===== config.mk =====
export PLATFORM = sky130hd
export DESIGN_NAME = chunky_to_planar_converter_unit
export DESIGN_NICKNAME = d
export VERILOG_FILES = /design/src/sv/c2p_pkg.sv /design/src/sv/c2p_cell.sv /design/src/sv/chunky_to_planar_converter_unit.sv
export VERILOG_INCLUDE_DIRS = /design/src /design/src/sv
export SDC_FILE = /design/constraint.sdc
export NUM_CORES = 1
export LEC_CHECK = 0
export ABC_AREA = 1
export BUFFER_PORTS_ARGS = -buffer_cell sky130_fd_sc_hd__buf_2
export CORE_MARGIN = 2
export CORE_UTILIZATION = 50
export CTS_CLUSTER_DIAMETER = 200
export CTS_CLUSTER_SIZE = 12
export DETAILED_ROUTE_END_ITERATION = 8
export GPL_TIMING_DRIVEN = 0
export PLACE_DENSITY_LB_ADDON = 0.05
export SLEW_MARGIN = 0
export SYNTH_ARGS = -nofsm -noshare
export SYNTH_HDL_FRONTEND = slang
export SYNTH_SLANG_ARGS = --single-unit

===== constraint.sdc =====
create_clock -name clk -period 4.15 [get_ports clk]
set_clock_uncertainty 0.2 [all_clocks]
set_input_delay 0.83 -clock clk [delete_from_list [all_inputs] [get_ports clk]]
set_output_delay 0.83 -clock clk [all_outputs]
set_load 0.005 [all_outputs]

===== src/sv/assert_macros.svh =====
// Assertion helpers for the chunky-to-planar converter.
// Both sample on clk and stay quiet while rst_n is low.
`ifndef ASSERT_MACROS_SVH
`define ASSERT_MACROS_SVH

`define C2P_ASSERT(lbl, prop, msg) \
  lbl: assert property (@(posedge clk) disable iff (!rst_n) (prop)) else $error(msg);

`define C2P_ASSERT_NEVER(lbl, expr, msg) \
  lbl: assert property (@(posedge clk) disable iff (!rst_n) !(expr)) else $error(msg);

`endif


===== src/sv/c2p_pkg.sv =====
`timescale 1ns / 1ps
package c2p_pkg;

  localparam int MAX_PLANES_DEF  = 24;
  localparam int MAX_LINE_PIXELS = 4096;
  localparam int MAX_LINES       = 4096;
  localparam int WORD_W          = 16;

  localparam int MODE_W  = 3;
  localparam int CNT13_W = 13;
  localparam int PLANE_W = 5;
  localparam int LINE_W  = 12;
  localparam int WCOL_W  = 8;
  localparam int FILL_W  = 5;
  localparam int SHIFT_W = 4;
  localparam int PIX_W   = 24;
  localparam int CFG_IDX_W = 2;
  localparam int CFG_DATA_W = 13;

  localparam logic [CFG_IDX_W-1:0] REG_PIXEL_MODE      = 2'd0;
  localparam logic [CFG_IDX_W-1:0] REG_PIXELS_PER_LINE = 2'd1;
  localparam logic [CFG_IDX_W-1:0] REG_LINE_COUNT      = 2'd2;

  localparam logic [MODE_W-1:0]  MODE_2BIT  = 3'd0;
  localparam logic [MODE_W-1:0]  MODE_4BIT  = 3'd1;
  localparam logic [MODE_W-1:0]  MODE_8BIT  = 3'd2;
  localparam logic [MODE_W-1:0]  MODE_16BIT = 3'd3;

  localparam logic [MODE_W-1:0]  PIXEL_MODE_RST = MODE_8BIT;
  localparam logic [CNT13_W-1:0] PPL_RST        = 13'd640;
  localparam logic [CNT13_W-1:0] LINES_RST      = 13'd480;

  // Control handed from the sequencer to every plane cell.
  typedef struct packed {
    logic               load;
    logic               drain;
    logic [PLANE_W-1:0] planes;
  } cell_ctl_t;

  // Number of planes a mode uses; undefined codes act as 24-bit pixels.
  function automatic logic [5:0] depth_of_mode(input logic [MODE_W-1:0] mode);
    logic [5:0] d;
    unique case (mode)
      MODE_2BIT:  d = 6'd2;
      MODE_4BIT:  d = 6'd4;
      MODE_8BIT:  d = 6'd8;
      MODE_16BIT: d = 6'd16;
      default:    d = 6'd24;
    endcase
    return d;
  endfunction

endpackage


===== src/sv/c2p_cell.sv =====
`timescale 1ns / 1ps
module c2p_cell #(
  parameter int IDX = 0
) (
  input  logic                      clk,
  input  logic                      rst_n,
  input  c2p_pkg::cell_ctl_t        ctl,
  input  logic [c2p_pkg::PIX_W-1:0] pixel,
  input  logic [c2p_pkg::WORD_W-1:0] next_word,
  output logic [c2p_pkg::WORD_W-1:0] word
);
  import c2p_pkg::*;

  logic [WORD_W-1:0]  word_r;
  logic [WORD_W-1:0]  word_nxt;
  logic               in_use;
  logic               next_in_use;
  logic [PLANE_W-1:0] bit_sel;

  assign in_use      = 6'(IDX) < {1'b0, ctl.planes};
  assign next_in_use = 6'(IDX + 1) < {1'b0, ctl.planes};
  // Plane 0 takes the most significant used pixel bit.
  assign bit_sel     = PLANE_W'(ctl.planes - 5'd1 - PLANE_W'(IDX));

  always_comb begin
    word_nxt = word_r;
    if (ctl.load) begin
      if (in_use) begin
        word_nxt = {word_r[WORD_W-2:0], pixel[bit_sel]};
      end
    end else if (ctl.drain) begin
      // Words move one cell toward the output; unused cells fill with zeros,
      // so the whole row is clear once the last plane has left.
      word_nxt = next_in_use ? next_word : '0;
    end
  end

  always_ff @(posedge clk) begin
    if (!rst_n) begin
      word_r <= '0;
    end else begin
      word_r <= word_nxt;
    end
  end

  assign word = word_r;

endmodule


===== src/sv/chunky_to_planar_converter_unit.sv =====
// The plane words of a group start in the cycle after the request that closes it.
// Pixels are taken one per cycle while no group is emitted; an emitted group's plane words leave
// one per cycle unless out_stall holds them, since every word leaves through the first cell of
// the plane chain, and in_stall holds new pixels until the group's last word has left.
// Reset (synchronous, rst_n low): counters, output valid and all plane shifters clear,
// and the configuration registers take their reset values.
`timescale 1ns / 1ps
module chunky_to_planar_converter_unit #(
  parameter int MAX_PLANES = c2p_pkg::MAX_PLANES_DEF
) (
  input  logic                           clk,
  input  logic                           rst_n,
  input  logic                           cfg_we,
  input  logic [c2p_pkg::CFG_IDX_W-1:0]  cfg_index,
  input  logic [c2p_pkg::CFG_DATA_W-1:0] cfg_wdata,
  input  logic                           in_valid,
  output logic                           in_stall,
  input  logic [c2p_pkg::PIX_W-1:0]      in_pixel_value,
  output logic                           out_valid,
  input  logic                           out_stall,
  output logic [c2p_pkg::PLANE_W-1:0]    out_plane_index,
  output logic [c2p_pkg::WORD_W-1:0]     out_plane_word,
  output logic [c2p_pkg::LINE_W-1:0]     out_line_index,
  output logic [c2p_pkg::WCOL_W-1:0]     out_word_column,
  output logic                           out_last_of_group,
  output logic                           out_end_of_image
);
  import c2p_pkg::*;

  `include "assert_macros.svh"

  localparam logic [5:0] MaxPl = 6'(MAX_PLANES);

  logic [MODE_W-1:0]  pixel_mode_r, pixel_mode_nxt;
  logic [CNT13_W-1:0] ppl_r, ppl_nxt;
  logic [CNT13_W-1:0] lines_r, lines_nxt;
  logic [FILL_W-1:0]  fill_r, fill_nxt;
  logic [CNT13_W-1:0] col_r, col_nxt;
  logic [WCOL_W-1:0]  widx_r, widx_nxt;
  logic [LINE_W-1:0]  line_r, line_nxt;
  logic               drain_r, drain_nxt;
  logic [PLANE_W-1:0] pcnt_r, pcnt_nxt;
  logic [LINE_W-1:0]  em_line_r, em_line_nxt;
  logic [WCOL_W-1:0]  em_col_r, em_col_nxt;
  logic               em_eoi_r, em_eoi_nxt;
  logic [SHIFT_W-1:0] shift_r, shift_nxt;

  logic               in_acc, out_acc;
  logic [5:0]         depth6, planes6;
  logic [PLANE_W-1:0] planes;
  logic [FILL_W-1:0]  fill_inc;
  logic [CNT13_W-1:0] col_inc;
  logic [CNT13_W-1:0] eff_ppl, eff_lines;
  logic [CNT13_W-1:0] line_inc;
  logic               line_end, image_end, emit, last_word;
  logic [FILL_W-1:0]  shift_wide;

  cell_ctl_t          ctl;
  logic [WORD_W-1:0]  cell_word [MAX_PLANES];

  assign in_acc  = in_valid && !in_stall;
  assign out_acc = out_valid && !out_stall;

  assign depth6  = depth_of_mode(pixel_mode_r);
  assign planes6 = (depth6 > MaxPl) ? MaxPl : depth6;
  assign planes  = planes6[PLANE_W-1:0];

  assign fill_inc = fill_r + 5'd1;
  assign col_inc  = col_r + 13'd1;
  assign line_inc = {1'b0, line_r} + 13'd1;

  assign eff_ppl = (ppl_r == '0) ? 13'd1 :
                   (ppl_r > 13'(MAX_LINE_PIXELS)) ? 13'(MAX_LINE_PIXELS) : ppl_r;
  assign eff_lines = (lines_r == '0) ? 13'd1 :
                     (lines_r > 13'(MAX_LINES)) ? 13'(MAX_LINES) : lines_r;

  // A line ends when the column reaches or passes the line length, so a
  // shortened line length still closes the current line.
  assign line_end   = col_inc >= eff_ppl;
  assign image_end  = line_end && (line_inc >= eff_lines);
  assign emit       = (fill_inc >= 5'(WORD_W)) || line_end;
  assign shift_wide = (fill_inc >= 5'(WORD_W)) ? 5'd0 : 5'(WORD_W) - fill_inc;
  assign last_word  = pcnt_r == (planes - 5'd1);

  always_comb begin
    pixel_mode_nxt = pixel_mode_r;
    ppl_nxt        = ppl_r;
    lines_nxt      = lines_r;
    fill_nxt       = fill_r;
    col_nxt        = col_r;
    widx_nxt       = widx_r;
    line_nxt       = line_r;
    drain_nxt      = drain_r;
    pcnt_nxt       = pcnt_r;
    em_line_nxt    = em_line_r;
    em_col_nxt     = em_col_r;
    em_eoi_nxt     = em_eoi_r;
    shift_nxt      = shift_r;

    if (cfg_we) begin
      unique case (cfg_index)
        REG_PIXEL_MODE:      pixel_mode_nxt = cfg_wdata[MODE_W-1:0];
        REG_PIXELS_PER_LINE: ppl_nxt        = cfg_wdata;
        REG_LINE_COUNT:      lines_nxt      = cfg_wdata;
        default:             ;
      endcase
    end

    if (in_acc) begin
      if (emit) begin
        fill_nxt    = '0;
        drain_nxt   = 1'b1;
        pcnt_nxt    = '0;
        em_line_nxt = line_r;
        em_col_nxt  = widx_r;
        em_eoi_nxt  = image_end;
        shift_nxt   = shift_wide[SHIFT_W-1:0];
        if (line_end) begin
          col_nxt  = '0;
          widx_nxt = '0;
          line_nxt = image_end ? '0 : line_inc[LINE_W-1:0];
        end else begin
          col_nxt  = col_inc;
          widx_nxt = widx_r + 8'd1;
        end
      end else begin
        fill_nxt = fill_inc;
        col_nxt  = col_inc;
      end
    end

    if (out_acc) begin
      pcnt_nxt = pcnt_r + 5'd1;
      if (last_word) begin
        drain_nxt = 1'b0;
      end
    end
  end

  always_ff @(posedge clk) begin
    if (!rst_n) begin
      pixel_mode_r <= PIXEL_MODE_RST;
      ppl_r        <= PPL_RST;
      lines_r      <= LINES_RST;
      fill_r       <= '0;
      col_r        <= '0;
      widx_r       <= '0;
      line_r       <= '0;
      drain_r      <= 1'b0;
      pcnt_r       <= '0;
    end else begin
      pixel_mode_r <= pixel_mode_nxt;
      ppl_r        <= ppl_nxt;
      lines_r      <= lines_nxt;
      fill_r       <= fill_nxt;
      col_r        <= col_nxt;
      widx_r       <= widx_nxt;
      line_r       <= line_nxt;
      drain_r      <= drain_nxt;
      pcnt_r       <= pcnt_nxt;
    end
  end

  always_ff @(posedge clk) begin
    em_line_r <= em_line_nxt;
    em_col_r  <= em_col_nxt;
    em_eoi_r  <= em_eoi_nxt;
    shift_r   <= shift_nxt;
  end

  assign ctl.load   = in_acc;
  assign ctl.drain  = out_acc;
  assign ctl.planes = planes;

  for (genvar i = 0; i < MAX_PLANES; i++) begin : g_cell
    logic [WORD_W-1:0] nb_word;
    if (i == MAX_PLANES - 1) begin : g_tail
      assign nb_word = '0;
    end else begin : g_link
      assign nb_word = cell_word[i+1];
    end
    c2p_cell #(.IDX(i)) u_cell (
      .clk       (clk),
      .rst_n     (rst_n),
      .ctl       (ctl),
      .pixel     (in_pixel_value),
      .next_word (nb_word),
      .word      (cell_word[i])
    );
  end

  assign in_stall          = drain_r;
  assign out_valid         = drain_r;
  assign out_plane_index   = pcnt_r;
  // A partial word is left-justified as it leaves the chain.
  assign out_plane_word    = cell_word[0] << shift_r;
  assign out_line_index    = em_line_r;
  assign out_word_column   = em_col_r;
  assign out_last_of_group = last_word;
  assign out_end_of_image  = em_eoi_r;

  `C2P_ASSERT(a_plane_in_range, out_valid |-> (out_plane_index < planes), "plane index beyond used planes")
  `C2P_ASSERT(a_run_ends, (out_acc && out_last_of_group) |=> !out_valid, "run continued after its last word")
  `C2P_ASSERT(a_plane_steps, (out_acc && !out_last_of_group) |=> (out_valid && (out_plane_index == $past(out_plane_index) + 5'd1)), "plane order broken within a run")
  `C2P_ASSERT_NEVER(a_no_overlap, in_acc && out_valid, "pixel taken while plane words are pending")

endmodule

==> impl_metrics.json, run 1 <==
{
  "synth-seq-cells": 482,
  "cap_violations": 0,
  "drcViolationCount": 0,
  "synthTopCellsByArea": "dfxtp_1 (40%), nand2_1 (10%), o21ai_0 (9.2%)",
  "met3_usage": 0.0497,
  "synth_fp_nets": 3216,
  "grt_pass1_wl_mm": 122,
  "die_h_um": 218,
  "p_leak_nw": 9.26,
  "rsz0062_at_grt": "no",
  "hold_viol": 0,
  "io_buffers": 87,
  "cts-root-buf": "clkbuf_16",
  "ios": 89,
  "dieArea_um2": 47500,
  "synth_common_cells": "nand2_1 (609), dfxtp_1 (457), o21ai_0 (419), nand3_1 (359), a31oi_1 (257)",
  "row_count": 78,
  "top_usage_layer": "met2",
  "p_total_mw": 11.1,
  "cp_max_fo": 10,
  "synthArstFlopShare": 0,
  "ys_seq_area_frac": 0.433,
  "syn_area_um2": 22900,
  "detail_route.iter0.violations": 2457,
  "placed_cells": 3822,
  "ys_warn_count": 0,
  "yosysTopAreaCell": "dfxtp_1",
  "dp_slack_ns": -0.191,
  "gp_congestion": 0.954,
  "yosysTopAreaCellShare": 0.400,
  "ant_nets": 0,
  "synth_most_common_cell": "nand2_1",
  "arrival_ns": 4.01,
  "rr_worst_depth": 18,
  "place_area_um2": 24100,
  "min_to": "fill_r[4]$_SDFFE_PN0P_",
  "via_per_inst": 6.09,
  "dr.pass1.iters": 6,
  "relSlewSlack": 0.330,
  "synth_edf_count": 25,
  "post-route-cell-area_um2": 25300,
  "fin_ws_ns": 0.447,
  "drive_gt1_frac": 0.0711,
  "period_minus_slack_ns": 3.70,
  "drt-total-wl_mm": 78.5,
  "min_path_cells": 2,
  "cts_made_buffers": 46,
  "holdBufCountCts": 0,
  "cp-start-kind": "flip-flop",
  "nNetsFinal": 3350,
  "fin_cells": 3880,
  "ys_types": 40,
  "rr_endpoint": "widx_r[2]$_SDFFE_PN0P_",
  "grtUsageMet2": 0.510,
  "clock.fmax_mhz": 270,
  "final_util": 0.559,
  "synthFlopType": "dfxtp_1",
  "status": "complete, no violations",
  "hold_class": "flip-flop to flip-flop",
  "grt_max_degree": 30,
  "clock_sinks": 482,
  "wl_per_cell_um": 20.2,
  "p_per_area_nw_per_um2": 436,
  "cts_tree": "built",
  "cts.clk_slew.worst_paths_ns": 0.06,
  "overflow": 0,
  "r2r_slack_ns": 0.45,
  "clkLatencyLatePin_ns": 0.60,
  "dp_hpwl_mm": 59.2,
  "vdd_drop_max_v": 0.000328,
  "htreeDepth": 2,
  "drv_slew": 0,
  "setup_violations": 0,
  "core_um2": 45300,
  "grt_pass1_vias": 21700,
  "grt.met1_usage": 0.445,
  "min_from": "fill_r[4]$_SDFFE_PN0P_",
  "antenna_found_initial": 8,
  "syn_to_final_growth_pct": 10.7,
  "setup_tns_ns": 0,
  "grtUsageTotal": 0.323,
  "start_util": 0.505,
  "worstPathRequired_ns": 4.46,
  "end_kind": "flip-flop",
  "crit_type": "flip-flop to flip-flop",
  "hold_ws_ns": 0.251,
  "r2r_start": "col_r[0]$_SDFFE_PN0P_",
  "clockBufferDepth": 3,
  "vias": 23600,
  "fin_crit_sh": 0.892,
  "die_w_um": 218,
  "tightest_slew_ns": 1.01,
  "avgSynthCellArea_um2": 7.30,
  "syn-instance-count": 3135
}
final cells by class:
cell class,count,area (um2)
well taps,600,751
repair buffers,87,435
plain buffers,265,1120
fillers,4430,20000
flip-flops and latches,482,9900
clock buffers,53,1200
inverters,137,517
multi-input cells,2250,11400
diodes,3,7.51
clock inverters,3,40.0
what timing repair did:
item | 4_1_cts | 5_1_grt
setup endpoints to repair | 29 | 41
gates cloned | 0 | 0
buffers inserted | 0 | 0
pin swaps | 0 | 0
resized for setup | 1 | 3
worst max-delay path by stage:
stage,cells after the start,slack [ns],from,to
global placement,15,-0.05,ppl_r[11]$_SDFFE_PN0P_,out_end_of_image$_DFFE_PP_
CTS,15,0.14,ppl_r[11]$_SDFFE_PN0P_,out_line_index[10]$_DFFE_PP_
floorplan,15,0.64,ppl_r[11]$_SDFFE_PN0P_,out_end_of_image$_DFFE_PP_
global route,18,0.09,col_r[0]$_SDFFE_PN0P_,widx_r[2]$_SDFFE_PN0P_
detailed placement,15,-0.19,ppl_r[11]$_SDFFE_PN0P_,out_end_of_image$_DFFE_PP_
finish,18,0.45,col_r[0]$_SDFFE_PN0P_,widx_r[2]$_SDFFE_PN0P_
cells by family (layout without fill, tap and decap cells):
kind of cell / Yosys count / after routing / synth area share
other: 0 / 3 / 0
flip-flops: 482 / 482 / 0.433
multiplexers: 4 / 4 / 0.00175
XOR/XNOR: 30 / 30 / 0.0115
adder cells (fa/ha/maj): 37 / 37 / 0.0202
AND/OR/NAND/NOR: 1176 / 1176 / 0.218
buffers and inverters: 403 / 545 / 0.0715
AO/OA/AOI/OAI: 1003 / 1003 / 0.244
state kept, by name, indices dropped and copies added, names as in the netlist:
register	cells
fill_r	5
line_r	12
in_stall	1
g_cell.u_cell.word	384
out_end_of_image	1
widx_r	8
lines_r	13
out_word_column	8
ppl_r	13
out_plane_index	5
shift_r	4
pixel_mode_r	3
col_r	13
out_line_index	12
worst max-delay path, stage by stage, from the launching register on:
cell     delay, ns
dfxtp_1       0.43
ha_1          0.23
nand2_1       0.07
nor2_1        0.24
nand2_1       0.16
nor2_1        0.15
nand2_1       0.08
xor2_1        0.21
ha_1          0.30
nand2_1       0.09
inv_1         0.04
nand2_1       0.05
nand2_1       0.05
a21oi_1       0.18
nand3_2       0.22
nand2_2       0.18
buf_2         0.25
nand2_1       0.23
nor3_1        0.26
where the power goes:
part           total [mW]  leakage [nW]  internal, mW  switching [mW]
registers            5.41          3.95          5.07           0.341
logic                1.80          4.70         0.553            1.25
clock network        3.84         0.607          2.03            1.81
total                11.1          9.26          7.65            3.40
metal layers:
layer / part of all wire / routed length, um
met1: 0.44 / 34700
met2: 0.44 / 34500
met3: 0.079 / 6220
met5: 0.00045 / 35
met4: 0.039 / 3070
layout by cell type (no fill, tap or decap), drive strengths merged, types with 76 or more instances in the layout:
cell / count
nand3: 359
a31oi: 257
clkbuf: 234
nand2: 612
nor2: 162
a22oi: 76
dfxtp: 457
a21oi: 199
inv: 136
o21ai: 445
buf: 171
Power figures use the tool's default switching activity.
==> run 2: changes to the inputs <==
--- a/config.mk
+++ b/config.mk
@@ -8,6 +8,7 @@
 export LEC_CHECK = 0
 export ABC_AREA = 1
 export BUFFER_PORTS_ARGS = -buffer_cell sky130_fd_sc_hd__buf_2
+export CORE_ASPECT_RATIO = 1.75
 export CORE_MARGIN = 2
 export CORE_UTILIZATION = 50
 export CTS_CLUSTER_DIAMETER = 200
==> impl_metrics.json, run 2 (synthesis gave the netlist of run 1 again) <==
{
  "drive_gt1_frac": 0.0723,
  "cts_tree": "built",
  "cts_resized": 2,
  "period_minus_slack_ns": 3.83,
  "fin_cells": 3855,
  "crit_type": "flip-flop to flip-flop",
  "syn_to_final_growth_pct": 10.6,
  "grt_pass1_wl_mm": 127,
  "end_kind": "flip-flop",
  "internal_power_mw": 7.62,
  "clkLatencyLatePin_ns": 0.59,
  "via_per_inst": 6.11,
  "dr.pass1.iters": 6,
  "cp_common_cell": "nand2_1",
  "cp_slowest_stage_delay_ns": 0.45,
  "rr_worst_depth": 18,
  "hold_class": "flip-flop to flip-flop",
  "cp_max_fo": 10,
  "antennaDiodeCount": 0,
  "p_sw_mw": 3.47,
  "core_um2": 45100,
  "setup_violations": 0,
  "n_fill_cell": 4384,
  "min_to": "fill_r[4]$_SDFFE_PN0P_",
  "cp-start-kind": "flip-flop",
  "die_h_um": 287,
  "nNetsFinal": 3351,
  "holdBufCountCts": 0,
  "rsz0062_at_grt": "no",
  "placed_cells": 3799,
  "gp_congestion": 1.01,
  "r2r_slack_ns": 0.32,
  "fin_crit_sh": 0.924,
  "clock.fmax_mhz": 261,
  "p_sw_frac": 0.313,
  "clockBufferDepth": 3,
  "largest_register_ffs": 384,
  "grt_pass1_vias": 22800,
  "clock_sinks": 482,
  "cap_violations": 0,
  "grtUsageTotal": 0.335,
  "cts.clk_slew.worst_paths_ns": 0.07,
  "status": "complete, no violations",
  "io_buffers": 87,
  "final_common_cell": "nand2_1",
  "power_frac_comb": 0.165,
  "dp_slack_ns": -0.373,
  "detail_route.iter0.violations": 1844,
  "cts_setup_buffers": 0,
  "ios": 89,
  "worstPathRequired_ns": 4.44,
  "drv_slew": 0,
  "rr_endpoint": "col_r[9]$_SDFFE_PN0P_",
  "seqPwrFrac": 0.489,
  "path_cells": "ha_1 -> nand2_1 -> nor2_1 -> nand2_1 -> nor2_1 -> nand2_1 -> xor2_1 -> ha_1 -> nand2_1 -> inv_1 -> nand2_1 -> nand2_1 -> a21oi_1 -> nand3_4 -> nand2_2 -> buf_2 -> nand2_2 -> nor3_1",
  "start_util": 0.507,
  "post-route-cell-area_um2": 25300,
  "antenna_found_initial": 0,
  "place_area_um2": 24000,
  "cts-root-buf": "clkbuf_16",
  "vias": 23500,
  "relSlewSlack": 0.315,
  "cpMaxStageDelayCell": "dfxtp_1",
  "grt_max_degree": 30,
  "final_cell_mix": "nand2_1 (606), dfxtp_1 (457), o21ai_0 (419)",
  "final_util": 0.561,
  "ant_nets": 0,
  "die_w_um": 166,
  "p_per_area_nw_per_um2": 438,
  "wl_per_cell_um": 21.4,
  "r2r_start": "col_r[0]$_SDFFE_PN0P_",
  "htreeDepth": 2,
  "min_path_cells": 2,
  "drcViolationCount": 0,
  "dp_hpwl_mm": 63.4,
  "cts_made_buffers": 46,
  "fin_ws_ns": 0.316,
  "clkPwrFrac": 0.347,
  "row_count": 103,
  "p_leak_nw": 9.26,
  "dieArea_um2": 47500,
  "drt-total-wl_mm": 82.6,
  "arrival_ns": 4.12,
  "vdd_drop_max_v": 0.000398,
  "overflow": 0,
  "tightest_slew_ns": 1.03,
  "hold_viol": 0,
  "min_from": "fill_r[4]$_SDFFE_PN0P_"
}
## run 2: cell count changes in the layout (fill, tap and decap cells not counted), sizes merged
cell    change
clkinv      +1
diode       -3
## run 2: layer usage
metal	global-route usage	part of all wire	up-vias
met4	0.243	0.080	0
met3	0.0361	0.047	273
met2	0.623	0.51	851
met5	0	0	-
li1	-	-	11200
met1	0.348	0.36	11200
## run 2: cell type report
type / count / area (um2) / share of cell area
well taps: 577 / 722 / 0.0285
clock inverters: 4 / 70.1 / 0.00277
flip-flops and latches: 482 / 9900 / 0.391
multi-input cells: 2250 / 11400 / 0.449
repair buffers: 87 / 435 / 0.0172
clock buffers: 52 / 1170 / 0.0464
plain buffers: 266 / 1120 / 0.0443
inverters: 137 / 517 / 0.0204
## run 2: worst max-delay path by stage
| stage | from | endpoint | slack, ns |
|---|---|---|---|
| after detailed placement | ppl_r[11]$_SDFFE_PN0P_ | out_line_index[7]$_DFFE_PP_ | -0.37 |
| after floorplan | ppl_r[11]$_SDFFE_PN0P_ | out_end_of_image$_DFFE_PP_ | 0.64 |
| after global placement | ppl_r[11]$_SDFFE_PN0P_ | shift_r[0]$_SDFFCE_PP0P_ | -0.24 |
| after CTS | ppl_r[11]$_SDFFE_PN0P_ | col_r[9]$_SDFFE_PN0P_ | 0.03 |
| after global routing | col_r[0]$_SDFFE_PN0P_ | col_r[9]$_SDFFE_PN0P_ | 0.03 |
| final | col_r[0]$_SDFFE_PN0P_ | col_r[9]$_SDFFE_PN0P_ | 0.32 |
## run 2: worst max-delay path: cells and delay by family, from the launching register on
kind	cells	cell delay [ns]
simple gates	12	1.76
buf+inv	2	0.32
compound gates	1	0.27
xor+xnor	1	0.20
flops	1	0.45
fa+ha+maj	2	0.52
## run 2: metrics by stage
| stage | power (mW) | TNS (ns) | hold slack [ns] |
|---|---|---|---|
| 6_report | 11.1 | 0 | 0.257 |
| 5_1_grt | 11.5 | 0 | 0.289 |
| 3_5_place_dp | 7.29 | -10.92 | 0.241 |
| 4_1_cts | 11.1 | 0 | 0.251 |
| 3_3_place_gp | 7.25 | -6.81 | 0.239 |
| 2_1_floorplan | 6.59 | 0 | 0.227 |
## run 2: power by group through the flow
stage,clock (mW),sequential [mW],combinational [mW]
finish,3.85,5.42,1.83
global route,4.03,5.46,2.01
CTS,3.86,5.41,1.80
detailed placement,0,5.50,1.79
global placement,0,5.50,1.75
floorplan,0,5.37,1.22
